<file path="src/hw/rtl/vpa_pkg.sv">
//------------------------------------------------------------------------------
// vpa_pkg: shared types and constants for the variable partition allocator
// Holds table geometry, status codes, the sequencer states and the per-cycle
// control word that the sequencer hands to every table cell.
//------------------------------------------------------------------------------
package vpa_pkg;

    localparam int NumEntries = 16;
    localparam int AddrBits   = 16;
    localparam int SizeBits   = AddrBits + 1;
    localparam int IdxBits    = $clog2(NumEntries);
    localparam int CntBits    = $clog2(NumEntries + 1);
    localparam int LimitBits  = 16;

    typedef enum logic [1:0] {
        ST_OK      = 2'd0,
        ST_NOFIT   = 2'd1,
        ST_FULL    = 2'd2,
        ST_BADADDR = 2'd3
    } status_t;

    typedef enum logic [1:0] {
        FIT_FIRST = 2'd0,
        FIT_BEST  = 2'd1,
        FIT_WORST = 2'd2,
        FIT_RSVD  = 2'd3
    } fit_t;

    localparam logic KIND_ALLOC = 1'b0;
    localparam logic KIND_FREE  = 1'b1;

    typedef enum logic [2:0] {
        S_IDLE,
        S_SCAN,
        S_DECIDE,
        S_SHIFT,
        S_MERGE,
        S_DONE
    } state_t;

    // Cell operations for one cycle
    typedef enum logic [2:0] {
        OP_HOLD,   // keep contents
        OP_ROT,    // take right neighbor, last slot takes slot 0 (scan rotation)
        OP_INS,    // split/insert step
        OP_DEL,    // delete step: take right neighbor
        OP_CLR     // clear to zero
    } cell_op_t;

    typedef struct packed {
        cell_op_t            op;
        logic [IdxBits-1:0]  idx;      // target position (insert/delete)
        logic [AddrBits-1:0] ins_base;
        logic [SizeBits-1:0] ins_size;
        logic                ins_free;
        logic                wr_en;    // write target index fields
        logic [SizeBits-1:0] wr_size;
        logic                wr_free;
    } cell_ctl_t;

    typedef struct packed {
        logic [AddrBits-1:0] base;
        logic [SizeBits-1:0] size;
        logic                free;
    } entry_t;

endpackage

</file>
<file path="src/hw/rtl/vpa_cell.sv">
//------------------------------------------------------------------------------
// vpa_cell: one table slot
// Holds one partition entry. Shifts toward higher slots on insert, toward
// lower slots on delete and on rotate, and takes a direct write at its index.
//------------------------------------------------------------------------------
module vpa_cell (
    input  logic                                  aclk,
    input  logic                                  aresetn,
    input  logic [vpa_pkg::IdxBits-1:0]           my_idx,
    input  vpa_pkg::entry_t                       rst_val,
    input  vpa_pkg::cell_ctl_t                    ctl,
    input  vpa_pkg::entry_t                       left_in,
    input  vpa_pkg::entry_t                       right_in,
    input  vpa_pkg::entry_t                       ring_in,
    output vpa_pkg::entry_t                       ent
);

    vpa_pkg::entry_t ent_reg;
    vpa_pkg::entry_t ent_next;

    always_comb begin
        ent_next = ent_reg;
        unique case (ctl.op)
            vpa_pkg::OP_HOLD: ;
            vpa_pkg::OP_ROT:  ent_next = ring_in;
            vpa_pkg::OP_INS: begin
                if (my_idx > ctl.idx) begin
                    ent_next = left_in;
                end
                if (my_idx == ctl.idx) begin
                    ent_next.base = ctl.ins_base;
                    ent_next.size = ctl.ins_size;
                    ent_next.free = ctl.ins_free;
                end
            end
            vpa_pkg::OP_DEL: begin
                if (my_idx >= ctl.idx) begin
                    ent_next = right_in;
                end
            end
            vpa_pkg::OP_CLR: ent_next = '0;
            default: ;
        endcase
        if (ctl.wr_en && my_idx == ctl.idx && ctl.op == vpa_pkg::OP_HOLD) begin
            ent_next.size = ctl.wr_size;
            ent_next.free = ctl.wr_free;
        end
    end

    always_ff @(posedge aclk) begin
        if (!aresetn) begin
            ent_reg <= rst_val;
        end else begin
            ent_reg <= ent_next;
        end
    end

    assign ent = ent_reg;

endmodule

</file>
<file path="src/hw/rtl/vpa_table.sv">
//------------------------------------------------------------------------------
// vpa_table: row of partition cells
// Chains the cells as a ring; the last slot feeds from slot 0 on rotate.
//------------------------------------------------------------------------------
module vpa_table (
    input  logic                       aclk,
    input  logic                       aresetn,
    input  vpa_pkg::cell_ctl_t         ctl,
    output vpa_pkg::entry_t            ents [vpa_pkg::NumEntries]
);

    localparam vpa_pkg::entry_t ZeroEnt = '0;

    for (genvar g = 0; g < vpa_pkg::NumEntries; g++) begin : g_cell
        vpa_pkg::entry_t rst_val;
        vpa_pkg::entry_t left_in;
        vpa_pkg::entry_t right_in;
        vpa_pkg::entry_t ring_in;

        always_comb begin
            rst_val = ZeroEnt;
            if (g == 0) begin
                rst_val.size = vpa_pkg::SizeBits'(1) << vpa_pkg::AddrBits;
                rst_val.free = 1'b1;
            end
        end

        assign left_in  = ents[(g + vpa_pkg::NumEntries - 1) % vpa_pkg::NumEntries];
        assign right_in = (g == vpa_pkg::NumEntries - 1) ? ZeroEnt
                        : ents[(g + 1) % vpa_pkg::NumEntries];
        assign ring_in  = ents[(g + 1) % vpa_pkg::NumEntries];

        vpa_cell u_cell (
            .aclk     (aclk),
            .aresetn  (aresetn),
            .my_idx   (vpa_pkg::IdxBits'(g)),
            .rst_val  (rst_val),
            .ctl      (ctl),
            .left_in  (left_in),
            .right_in (right_in),
            .ring_in  (ring_in),
            .ent      (ents[g])
        );
    end

endmodule

</file>
<file path="src/hw/rtl/variable_partition_allocator_core.sv">
//------------------------------------------------------------------------------
// variable_partition_allocator_core: dynamic partition allocator
// Keeps an address-ordered table of partitions; allocates by first, best or
// worst fit with splitting and frees with neighbor merging.
//
// Usage:
//   s_tdata beats carry one request (allocate or free); m_tdata returns one
//   status beat per request. Configuration goes through the APB-style port
//   (fit policy at 0x0, leftover limit at 0x4); the user must configure it
//   only while idle, which the core does not enforce. One request is worked
//   at a time. The table rotates once through slot 0 to scan, then a decide
//   step follows; a split adds a shift step, and a free adds a merge step
//   plus a size write and a delete per merged neighbor.
//   The result sits in an output register; the next request is taken as soon
//   as the result is loaded there, so a stalled receiver holds only the
//   result beat and stalls input once a second result is ready.
//   Reset leaves one free partition covering the whole address space, fit
//   policy first fit, leftover limit 0.
//------------------------------------------------------------------------------
module variable_partition_allocator_core (
    input  logic        aclk,
    input  logic        aresetn,
    input  logic        s_tvalid,
    output logic        s_tready,
    input  logic [39:0] s_tdata,   // req_size[16:0], free_addr[32:17], zeros
    input  logic        s_tuser,   // kind
    output logic        m_tvalid,
    input  logic        m_tready,
    output logic [39:0] m_tdata,   // status[1:0], granted_addr[17:2],
                                   // granted_size[34:18], zeros
    input  logic        psel,
    input  logic        penable,
    input  logic        pwrite,
    input  logic [2:0]  paddr,
    input  logic [31:0] pwdata,
    output logic [31:0] prdata,
    output logic        pready
);

    localparam int N  = vpa_pkg::NumEntries;
    localparam int IB = vpa_pkg::IdxBits;
    localparam int CB = vpa_pkg::CntBits;
    localparam int AB = vpa_pkg::AddrBits;
    localparam int SB = vpa_pkg::SizeBits;
    localparam logic [2:0] AddrPolicy = 3'd0;
    localparam logic [2:0] AddrLimit  = 3'd4;

    // configuration
    logic [1:0]                    policy_reg;
    logic [vpa_pkg::LimitBits-1:0] limit_reg;
    logic                          cfg_wr;

    assign pready = 1'b1;
    assign cfg_wr = psel && penable && pwrite;

    always_ff @(posedge aclk) begin
        if (!aresetn) begin
            policy_reg <= vpa_pkg::FIT_FIRST;
            limit_reg  <= '0;
        end else if (cfg_wr) begin
            if (paddr == AddrPolicy) policy_reg <= pwdata[1:0];
            if (paddr == AddrLimit)  limit_reg  <= pwdata[vpa_pkg::LimitBits-1:0];
        end
    end

    always_comb begin
        prdata = '0;
        if (paddr == AddrPolicy) prdata = {30'd0, policy_reg};
        if (paddr == AddrLimit)  prdata = {16'd0, limit_reg};
    end

    // table
    vpa_pkg::cell_ctl_t ctl;
    vpa_pkg::entry_t    ents [N];

    vpa_table u_table (
        .aclk    (aclk),
        .aresetn (aresetn),
        .ctl     (ctl),
        .ents    (ents)
    );

    // control registers
    vpa_pkg::state_t state_reg, state_next;
    logic            kind_reg;
    logic [SB-1:0]   req_reg;
    logic [AB-1:0]   faddr_reg;
    logic [CB-1:0]   count_reg, count_next;
    logic [CB-1:0]   step_reg, step_next;      // rotation position
    logic            found_reg, found_next;
    logic [IB-1:0]   pick_reg, pick_next;
    logic [SB-1:0]   psize_reg, psize_next;
    logic [AB-1:0]   pbase_reg, pbase_next;
    logic            pfree_reg, pfree_next;
    logic [1:0]      res_st_reg, res_st_next;
    logic [AB-1:0]   res_a_reg, res_a_next;
    logic [SB-1:0]   res_s_reg, res_s_next;
    logic            ovalid_reg;
    logic [39:0]     odata_reg;
    logic            load_out;

    // the entry currently rotated into slot 0 has original index step_reg
    vpa_pkg::entry_t head;
    logic            live;
    logic            cand;
    logic            better;
    logic [SB-1:0]   leftover;
    logic [SB-1:0]   merged;
    logic            mdel_left, mdel_right;

    assign head = ents[0];
    assign live = step_reg < count_reg;

    always_comb begin
        cand   = live && head.free && (head.size >= req_reg);
        better = 1'b0;
        unique case (vpa_pkg::fit_t'(policy_reg))
            vpa_pkg::FIT_BEST:  better = head.size < psize_reg;
            vpa_pkg::FIT_WORST: better = head.size > psize_reg;
            default:            better = 1'b0;
        endcase
    end

    assign leftover = psize_reg - req_reg;

    // merge neighbors: after decide, pick_reg entry is at its slot
    logic [IB-1:0] idx_p1;
    assign idx_p1 = pick_reg + IB'(1);
    assign mdel_left  = (pick_reg != '0) && ents[pick_reg - IB'(1)].free;
    assign mdel_right = ({1'b0, pick_reg} + CB'(1) < count_reg) && ents[idx_p1].free;
    assign merged = mdel_left ? ents[pick_reg - IB'(1)].size + ents[pick_reg].size
                              : ents[pick_reg].size + ents[idx_p1].size;

    assign s_tready = (state_reg == vpa_pkg::S_IDLE);
    assign load_out = (state_reg == vpa_pkg::S_DONE) && (!ovalid_reg || m_tready);

    // next state
    always_comb begin
        state_next = state_reg;
        unique case (state_reg)
            vpa_pkg::S_IDLE:   if (s_tvalid) state_next = vpa_pkg::S_SCAN;
            vpa_pkg::S_SCAN:   if (step_reg == CB'(N - 1)) state_next = vpa_pkg::S_DECIDE;
            vpa_pkg::S_DECIDE: begin
                if (kind_reg == vpa_pkg::KIND_FREE && found_reg && !pfree_reg) begin
                    state_next = vpa_pkg::S_MERGE;
                end else if (kind_reg == vpa_pkg::KIND_ALLOC && found_reg
                             && req_reg != '0 && leftover > SB'(limit_reg)
                             && count_reg < CB'(N)) begin
                    state_next = vpa_pkg::S_SHIFT;
                end else begin
                    state_next = vpa_pkg::S_DONE;
                end
            end
            vpa_pkg::S_SHIFT:  state_next = vpa_pkg::S_DONE;
            vpa_pkg::S_MERGE:  if (!mdel_left && !mdel_right) state_next = vpa_pkg::S_DONE;
            vpa_pkg::S_DONE:   if (load_out) state_next = vpa_pkg::S_IDLE;
            default:           state_next = vpa_pkg::S_IDLE;
        endcase
    end

    // outputs and datapath
    always_comb begin
        ctl         = '0;
        ctl.op      = vpa_pkg::OP_HOLD;
        count_next  = count_reg;
        step_next   = step_reg;
        found_next  = found_reg;
        pick_next   = pick_reg;
        psize_next  = psize_reg;
        pbase_next  = pbase_reg;
        pfree_next  = pfree_reg;
        res_st_next = res_st_reg;
        res_a_next  = res_a_reg;
        res_s_next  = res_s_reg;
        unique case (state_reg)
            vpa_pkg::S_IDLE: begin
                step_next  = '0;
                found_next = 1'b0;
            end
            vpa_pkg::S_SCAN: begin
                ctl.op    = vpa_pkg::OP_ROT;
                step_next = step_reg + CB'(1);
                if (kind_reg == vpa_pkg::KIND_ALLOC) begin
                    if (cand && (!found_reg || better)) begin
                        found_next = 1'b1;
                        pick_next  = step_reg[IB-1:0];
                        psize_next = head.size;
                        pbase_next = head.base;
                        pfree_next = head.free;
                    end
                end else if (live && !found_reg && head.base == faddr_reg) begin
                    found_next = 1'b1;
                    pick_next  = step_reg[IB-1:0];
                    pfree_next = head.free;
                end
            end
            vpa_pkg::S_DECIDE: begin
                res_st_next = vpa_pkg::ST_OK;
                res_a_next  = '0;
                res_s_next  = '0;
                if (kind_reg == vpa_pkg::KIND_FREE) begin
                    if (!found_reg || pfree_reg) begin
                        res_st_next = vpa_pkg::ST_BADADDR;
                    end else begin
                        ctl.wr_en   = 1'b1;
                        ctl.idx     = pick_reg;
                        ctl.wr_size = ents[pick_reg].size;
                        ctl.wr_free = 1'b1;
                    end
                end else if (!found_reg || req_reg == '0) begin
                    res_st_next = vpa_pkg::ST_NOFIT;
                end else if (leftover <= SB'(limit_reg)) begin
                    ctl.wr_en   = 1'b1;
                    ctl.idx     = pick_reg;
                    ctl.wr_size = psize_reg;
                    ctl.wr_free = 1'b0;
                    res_a_next  = pbase_reg;
                    res_s_next  = psize_reg;
                end else if (count_reg >= CB'(N)) begin
                    res_st_next = vpa_pkg::ST_FULL;
                end else begin
                    ctl.wr_en   = 1'b1;
                    ctl.idx     = pick_reg;
                    ctl.wr_size = req_reg;
                    ctl.wr_free = 1'b0;
                    res_a_next  = pbase_reg;
                    res_s_next  = req_reg;
                end
            end
            vpa_pkg::S_SHIFT: begin
                ctl.op       = vpa_pkg::OP_INS;
                ctl.idx      = idx_p1;
                ctl.ins_base = pbase_reg + req_reg[AB-1:0];
                ctl.ins_size = leftover;
                ctl.ins_free = 1'b1;
                count_next   = count_reg + CB'(1);
            end
            vpa_pkg::S_MERGE: begin
                // fold free neighbors in one at a time: size write, then delete
                if (mdel_left) begin
                    ctl.wr_en   = 1'b1;
                    ctl.idx     = pick_reg - IB'(1);
                    ctl.wr_size = merged;
                    ctl.wr_free = 1'b1;
                    // deleting the picked slot happens via two-step: write left,
                    // then delete; done next cycle by moving pick left
                    pick_next   = pick_reg - IB'(1);
                    psize_next  = '1;  // marks pending delete
                end else if (mdel_right) begin
                    ctl.wr_en   = 1'b1;
                    ctl.idx     = pick_reg;
                    ctl.wr_size = merged;
                    ctl.wr_free = 1'b1;
                    psize_next  = '0;
                end
                if (psize_reg == '1) begin
                    // pending removal of slot pick_reg+1 (absorbed entry)
                    ctl       = '0;
                    ctl.op    = vpa_pkg::OP_DEL;
                    ctl.idx   = idx_p1;
                    count_next = count_reg - CB'(1);
                    psize_next = '0;
                    pick_next  = pick_reg;
                end else if (psize_reg == SB'(1)) begin
                    ctl       = '0;
                    ctl.op    = vpa_pkg::OP_DEL;
                    ctl.idx   = idx_p1;
                    count_next = count_reg - CB'(1);
                    psize_next = '0;
                    pick_next  = pick_reg;
                end else if (!mdel_left && mdel_right) begin
                    psize_next = SB'(1);
                end
            end
            vpa_pkg::S_DONE: ;
            default: ;
        endcase
    end

    logic merge_busy;
    assign merge_busy = (psize_reg == '1) || (psize_reg == SB'(1));

    always_ff @(posedge aclk) begin
        if (!aresetn) begin
            state_reg  <= vpa_pkg::S_IDLE;
            count_reg  <= CB'(1);
            step_reg   <= '0;
            found_reg  <= 1'b0;
            ovalid_reg <= 1'b0;
            psize_reg  <= '0;
        end else begin
            if (state_reg == vpa_pkg::S_MERGE && merge_busy) begin
                state_reg <= vpa_pkg::S_MERGE;
            end else if (state_reg == vpa_pkg::S_DECIDE
                         && state_next == vpa_pkg::S_MERGE) begin
                state_reg <= vpa_pkg::S_MERGE;
            end else begin
                state_reg <= state_next;
            end
            count_reg <= count_next;
            step_reg  <= step_next;
            found_reg <= found_next;
            psize_reg <= (state_reg == vpa_pkg::S_DECIDE
                          && state_next == vpa_pkg::S_MERGE) ? '0 : psize_next;
            if (load_out) begin
                ovalid_reg <= 1'b1;
            end else if (m_tready) begin
                ovalid_reg <= 1'b0;
            end
        end
    end

    always_ff @(posedge aclk) begin
        if (s_tvalid && s_tready) begin
            kind_reg  <= s_tuser;
            req_reg   <= s_tdata[SB-1:0];
            faddr_reg <= s_tdata[SB+AB-1:SB];
        end
        pick_reg   <= pick_next;
        pbase_reg  <= pbase_next;
        pfree_reg  <= pfree_next;
        res_st_reg <= res_st_next;
        res_a_reg  <= res_a_next;
        res_s_reg  <= res_s_next;
        if (load_out) begin
            odata_reg <= {5'd0, res_s_reg, res_a_reg, res_st_reg};
        end
    end

    assign m_tvalid = ovalid_reg;
    assign m_tdata  = odata_reg;

endmodule

</file>
<file path="config.mk">
export PLATFORM = sky130hd
export DESIGN_NAME = variable_partition_allocator_core
export DESIGN_NICKNAME = d
export VERILOG_FILES = /design/src/hw/rtl/vpa_pkg.sv /design/src/hw/rtl/vpa_cell.sv /design/src/hw/rtl/vpa_table.sv /design/src/hw/rtl/variable_partition_allocator_core.sv
export SDC_FILE = /design/constraint.sdc
export NUM_CORES = 2
export LEC_CHECK = 0
export ABC_AREA = 1
export BUFFER_PORTS_ARGS = -buffer_cell sky130_fd_sc_hd__buf_4
export CAP_MARGIN = 20
export CORE_ASPECT_RATIO = 2
export CORE_UTILIZATION = 57
export CTS_BUF_LIST = sky130_fd_sc_hd__clkbuf_16
export DETAILED_ROUTE_END_ITERATION = 10
export GPL_ROUTABILITY_DRIVEN = 0
export PLACE_DENSITY_LB_ADDON = 0.08
export SKIP_LAST_GASP = 1
export SLEW_MARGIN = 15
export SYNTH_ARGS = -nofsm -noshare
export SYNTH_HDL_FRONTEND = slang
export SYNTH_SLANG_ARGS = --single-unit
</file>
<file path="constraint.sdc">
create_clock -name aclk -period 8 [get_ports aclk]
set_input_delay 0.4 -clock aclk [delete_from_list [all_inputs] [get_ports aclk]]
set_output_delay 0.4 -clock aclk [all_outputs]
set_load 0.01 [all_outputs]
</file>
==> metrics.md, run 1 <==
| Metric | Value |
|---|---|
| Stop Error | [ERROR GRT-0116] Global routing finished with congestion. Check the congestion regions in the DRC Viewer. |
| I/O pin total | 158 |
| Top cell type's share of synthesized area | 24.2% |
| Initial Util | 57.5% |
| Ranking of synthesized cells by area | dfxtp_1 24%, nand2_1 16%, a21oi_1 11%, o21ai_0 9.6%, edfxtp_1 7.6% |
| EDFF count, synth | 125 |
| GRT Resource Usage Total | 70.0% |
| Width of the die | 210 um |
| Synth Area in Adders | 3.06% |
| Remaining Overflow, GRT | 795 |
| Largest family of logic cells by synthesized area | compound AO/OA/AOI/OAI gates |
| Port Buffer Count | 112 |
| Flops & latches, synth | 719 |
| Die extent in y | 418 um |
| Netlist cell types | 65 |
| Largest net degree at the start of global routing | 206 |
| Yosys warns | 0 |
| H-Tree Depth | 3 |
| Xor/xnor cell area share of the yosys netlist | 0.740% |
| Sink Count | 719 |
| Worst-case clock buffer depth | 3 |
| Pre-CTS WS | 1.28 ns |
| First-pass GRT wire length | 457000 um |
| Exit stage | global routing |
| Sequential area share after synthesis | 31.8% |
| Synth area leader | dfxtp_1 |
| Top FF cell, synth | dfxtp_1 |
| Post-synth ARST share | 0% |
| Synth Area in Compound Gates | 27.8% |
| Post-Syn Area | 49200 um2 |
| Status | stopped before the end |
| CTS root buf | clkbuf_16 |
| Post-Synth Simple-Gate Area | 26.7% |
| Vias in the first global route | 61.3k |
| Row count | 152 |
| Syn_area_per_cell | 6.27 um2 |
| Hpwl dp | 181000 um |
| Post-synthesis mux area share | 0.0610% |
| Number of cells produced by synthesis | 7846 |
| Number of buffers created by CTS | 71 |
==> cell families after synthesis <==
kind of cell	count (synthesis)
buffers and inverters	1200
multiplexers	3
adder cells (fa/ha/maj)	118
AND/OR/NAND/NOR	3241
flip-flops	719
other	2
XOR/XNOR	39
AO/OA/AOI/OAI	2524
==> metal layers <==
layer,track usage (%),GRT overflow
met5,18.9,3
met4,68.0,281
met3,49.6,24
met2,89.3,483
met1,71.6,4
==> cell usage after synthesis (all sizes together) (23+ instances only) <==
library cell and n:
xor2 26, dfxtp 594, nand3 401, nor2 612
a22o 23, a32o 39, edfxtp 125, inv 625
a21oi 1072, o22ai 207, nand4 25, a31oi 48
nand2 2143, buf 206, o221ai 28, o211ai 47
ha 114, o21ai 999, clkbuf 361, nor3 28
==> metrics by stage <==
step / cells / cell area (um2) / utilization, % / hold WS, ns
after global placement: 8672 / 50600 / 59.2 / 0.404
after floorplan: 7866 / 49300 / - / 0.400
after CTS: 8842 / 53400 / 62.4 / 0.00139
after detailed placement: 8672 / 50600 / 59.2 / 0.405
==> repair_timing <==
item	4_1_cts
setup buffers	0
resized for setup	0
hold buffers	47
endpoints found under the hold margin	49
==> inputs of run 2 (changes only) <==
Settings changed: CORE_ASPECT_RATIO 2 to default, CORE_UTILIZATION 57 to 40, CTS_BUF_LIST sky130_fd_sc_hd__clkbuf_16 to default, PLACE_DENSITY_LB_ADDON 0.08 to 0.15.
==> run 2 against run 1 <==
Effect of this change:
- the flow now finishes without violations
- synthesized cell count unchanged
- area after synthesis unchanged
==> metrics.md, run 2 <==
| Metric | Value |
|---|---|
| Status | finished, final reports clean (was stopped before the end) |
| CP Class | reg2reg |
| Largest net degree at the start of global routing | 195 |
| Crit path launch | pick_reg[1] |
| Pre-CTS WS | 0.846 ns (was 1.28 ns) |
| GRT Resource Usage Total | 36.2% |
| Core ar. | 122000 um2 |
| Die extent in y | 353 um (was 418 um) |
| Die area | 124000 um2 |
| Drt via density | 6.04 |
| P_leak | 23.4 nW |
| Port Buffer Count | 112 (unchanged) |
| Maximum vdd ir drop | 0.191 mV |
| Setup repair after global routing missed its margin | false |
| Flops & latches, synth | 719 (unchanged) |
| Routed WL | 235000 um |
| Maximum fanout along the worst path | 59 |
| Synth area leader | dfxtp_1 (unchanged) |
| Met3 wire length | 34100 um |
| Fmax | 140 MHz |
| DR WL/cell | 25.0 um |
| Setup violators final | 0 |
| Max reg flops | 544 |
| Initial Util | 40.4% (was 57.5%) |
| Sum of negative setup slack | 0 ns |
| Critical Path End Type | register |
| Post-synth ARST share | 0% (unchanged) |
| Worst Reg-to-Reg Cells | 26 |
| Hold Path Stages | 4 |
| DR WL met2 | 91800 um |
| Width of the die | 353 um (was 210 um) |
| Final ANT Viol Nets | 0 |
| First-pass GRT wire length | 342000 um |
| Data required, critical path | 8.63 ns |
| Worst-margin pin slew | 1.32 ns |
| # nets final | 7894 |
| Ranking of synthesized cells by area | dfxtp_1 24%, nand2_1 16%, a21oi_1 11%, o21ai_0 9.6%, edfxtp_1 7.6% (unchanged) |
| Initial drt markers | 9188 |
| # diodes | 0 |
| DRT met1 WL | 97900 um |
| Power density cells | 192 nW/um2 |
| Post-CTS setup buffers | 0 (unchanged) |
| Hpwl dp | 171000 um (was 181000 um) |
| Worst r2r src | pick_reg[1] |
| Layout area overhead | 11.1% |
| Number of max-cap violations | 0 |
| I/O pin total | 158 (unchanged) |
| H-Tree Depth | 3 (unchanged) |
| Netlist cell types | 65 (unchanged) |
| Final worst path period need | 7.17 ns |
| Max Used Layer | met5 |
| Number of cells produced by synthesis | 7846 (unchanged) |
| Sink Count | 719 (unchanged) |
| Post-Syn Area | 49200 um2 (unchanged) |
| Arr. time, crit path | 7.79 ns |
| Ratio of cells with drive above 1 in the final layout | 7.24% |
| CP startpoint kind | register |
| EDFF count, synth | 125 (unchanged) |
| Initial antenna violation count | 3 |
| Crit path to | u_table.g_cell[5].u_cell.ent[10] |
| Number of buffers created by CTS | 88 (was 71) |
| Sequential area share after synthesis | 31.8% (unchanged) |
| Relative slew margins | 11.5% |
| Worst-case clock buffer depth | 3 (unchanged) |
| Clock Pin Slew Worst Setup and Hold Paths | 0.06 ns |
| Period utilization | 89.6% |
| Top FF cell, synth | dfxtp_1 (unchanged) |
| R2R setup slack | 0.83 ns |
| Yosys warns | 0 (unchanged) |
| DRC violations left | 0 |
| Syn_area_per_cell | 6.27 um2 (unchanged) |
| Post-route setup slack | 0.835 ns |
| Vias in the first global route | 49.9k |
| Hold Crit Class | in2reg |
| CTS tree | done |
| Row count | 128 (was 152) |
| Final Skew | 0.0487 ns |
| Top cell type's share of synthesized area | 24.2% (unchanged) |
| Slew Limit Fails | 0 |
| Worst-Skew Late Latency | 0.72 ns |
| Count of final hold-check violations | 0 |
| DR vias | 56.7k |
| Post-synth top cells | 2115 x nand2_1, 1066 x a21oi_1, 948 x o21ai_0 (unchanged) |
| Remaining Overflow, GRT | 0 |
| Drt pass-1 iters | 7 |
| Commonest non-fill, non-tap cell in the layout | nand2_1 |
| Most frequent cells in the layout | 2114 x nand2_1, 1064 x a21oi_1, 948 x o21ai_0 |
| CTS root buf | clkbuf_16 (unchanged) |
| Reg-to-reg endpoint | u_table.g_cell[5].u_cell.ent[10] |
| Count leader, synth | nand2_1 (unchanged) |
==> run 2: kinds of logic after synthesis <==
| kind of cell | share of synthesized area [%] |
|---|---|
| simple gates | 26.7 |
| compound gates | 27.8 |
| buf+inv | 9.77 |
| flops | 31.8 |
| fa+ha+maj | 3.06 |
| xor+xnor | 0.740 |
| mux | 0.0610 |
| other cells | 0.0153 |
==> run 2: report_power, final <==
| group | total (W) | internal, W | switching, W |
|---|---|---|---|
| clock | 0.00440 | 0.00254 | 0.00186 |
| combinational | 0.00183 | 0.000604 | 0.00122 |
| sequential | 0.00428 | 0.00394 | 0.000336 |
| total | 0.0105 | 0.00709 | 0.00342 |
==> run 2: cell type report <==
type	count	area (um2)
fillers	12700	67200
multi-input cells	5947	28900
flip-flops and latches	719	15600
repair buffers	304	2520
clock buffers	116	2480
inverters	633	2390
well taps	1625	2030
clock inverters	46	649
==> run 2: worst min path at each step <==
stage | from | endpoint | slack [ns]
after floorplan | res_st_reg[0] | m_tdata[0] | 0.40
after global placement | res_st_reg[0] | m_tdata[0] | 0.40
after detailed placement | res_s_reg[2] | m_tdata[20] | 0.40
after CTS | m_tready | m_tvalid | 0.08
after global routing | aresetn | u_table.g_cell[2].u_cell.ent[33] | 0.13
final | m_tready | state_reg[2] | 0.10
==> run 2: metal layers <==
metal  up-vias  GRT usage, %
li1      26100             -
met1     26200          51.7
met2      3901          49.6
met3       527          11.2
met4         4          15.1
met5         -             0
==> run 2: what timing repair did <==
item	CTS	global route
hold buffers	49	0
hold endpoints to repair	51	0
resized for setup	0	2
setup endpoints to repair	0	3
==> run 2: worst max-delay path: stages (launching register included) <==
cell	delay [ns]
edfxtp_1	0.40
inv_2	0.59
ha_4	0.65
inv_4	0.39
nand2_1	0.16
nand2_1	0.06
nand2_1	0.06
nand2_1	0.06
nand2_1	0.15
nand3_4	0.35
inv_1	0.60
nand3_1	0.14
nand2_1	0.11
ha_1	0.28
a21oi_1	0.14
nand2_1	0.09
inv_1	0.09
o221ai_1	0.21
a21boi_0	0.37
xor2_1	0.11
o21ai_0	0.34
inv_1	0.08
nand2_1	0.60
inv_1	0.53
o211ai_1	0.32
nor2_1	0.08
nor2_1	0.08
==> run 2: metrics by stage <==
step	power, W	area, um2	utilization (%)	instances	hold WS [ns]
after floorplan	0.00544	49300	-	7866	0.400
after global placement	0.00603	50900	41.8	9170	0.401
after detailed placement	0.00606	51000	41.8	9175	0.405
after CTS	0.0104	54600	44.8	9386	0.0796
after global routing	0.0109	54700	44.8	9390	0.128
final	0.0105	54700	44.8	9390	0.102
No activity file was read; power rests on OpenSTA's default activity.
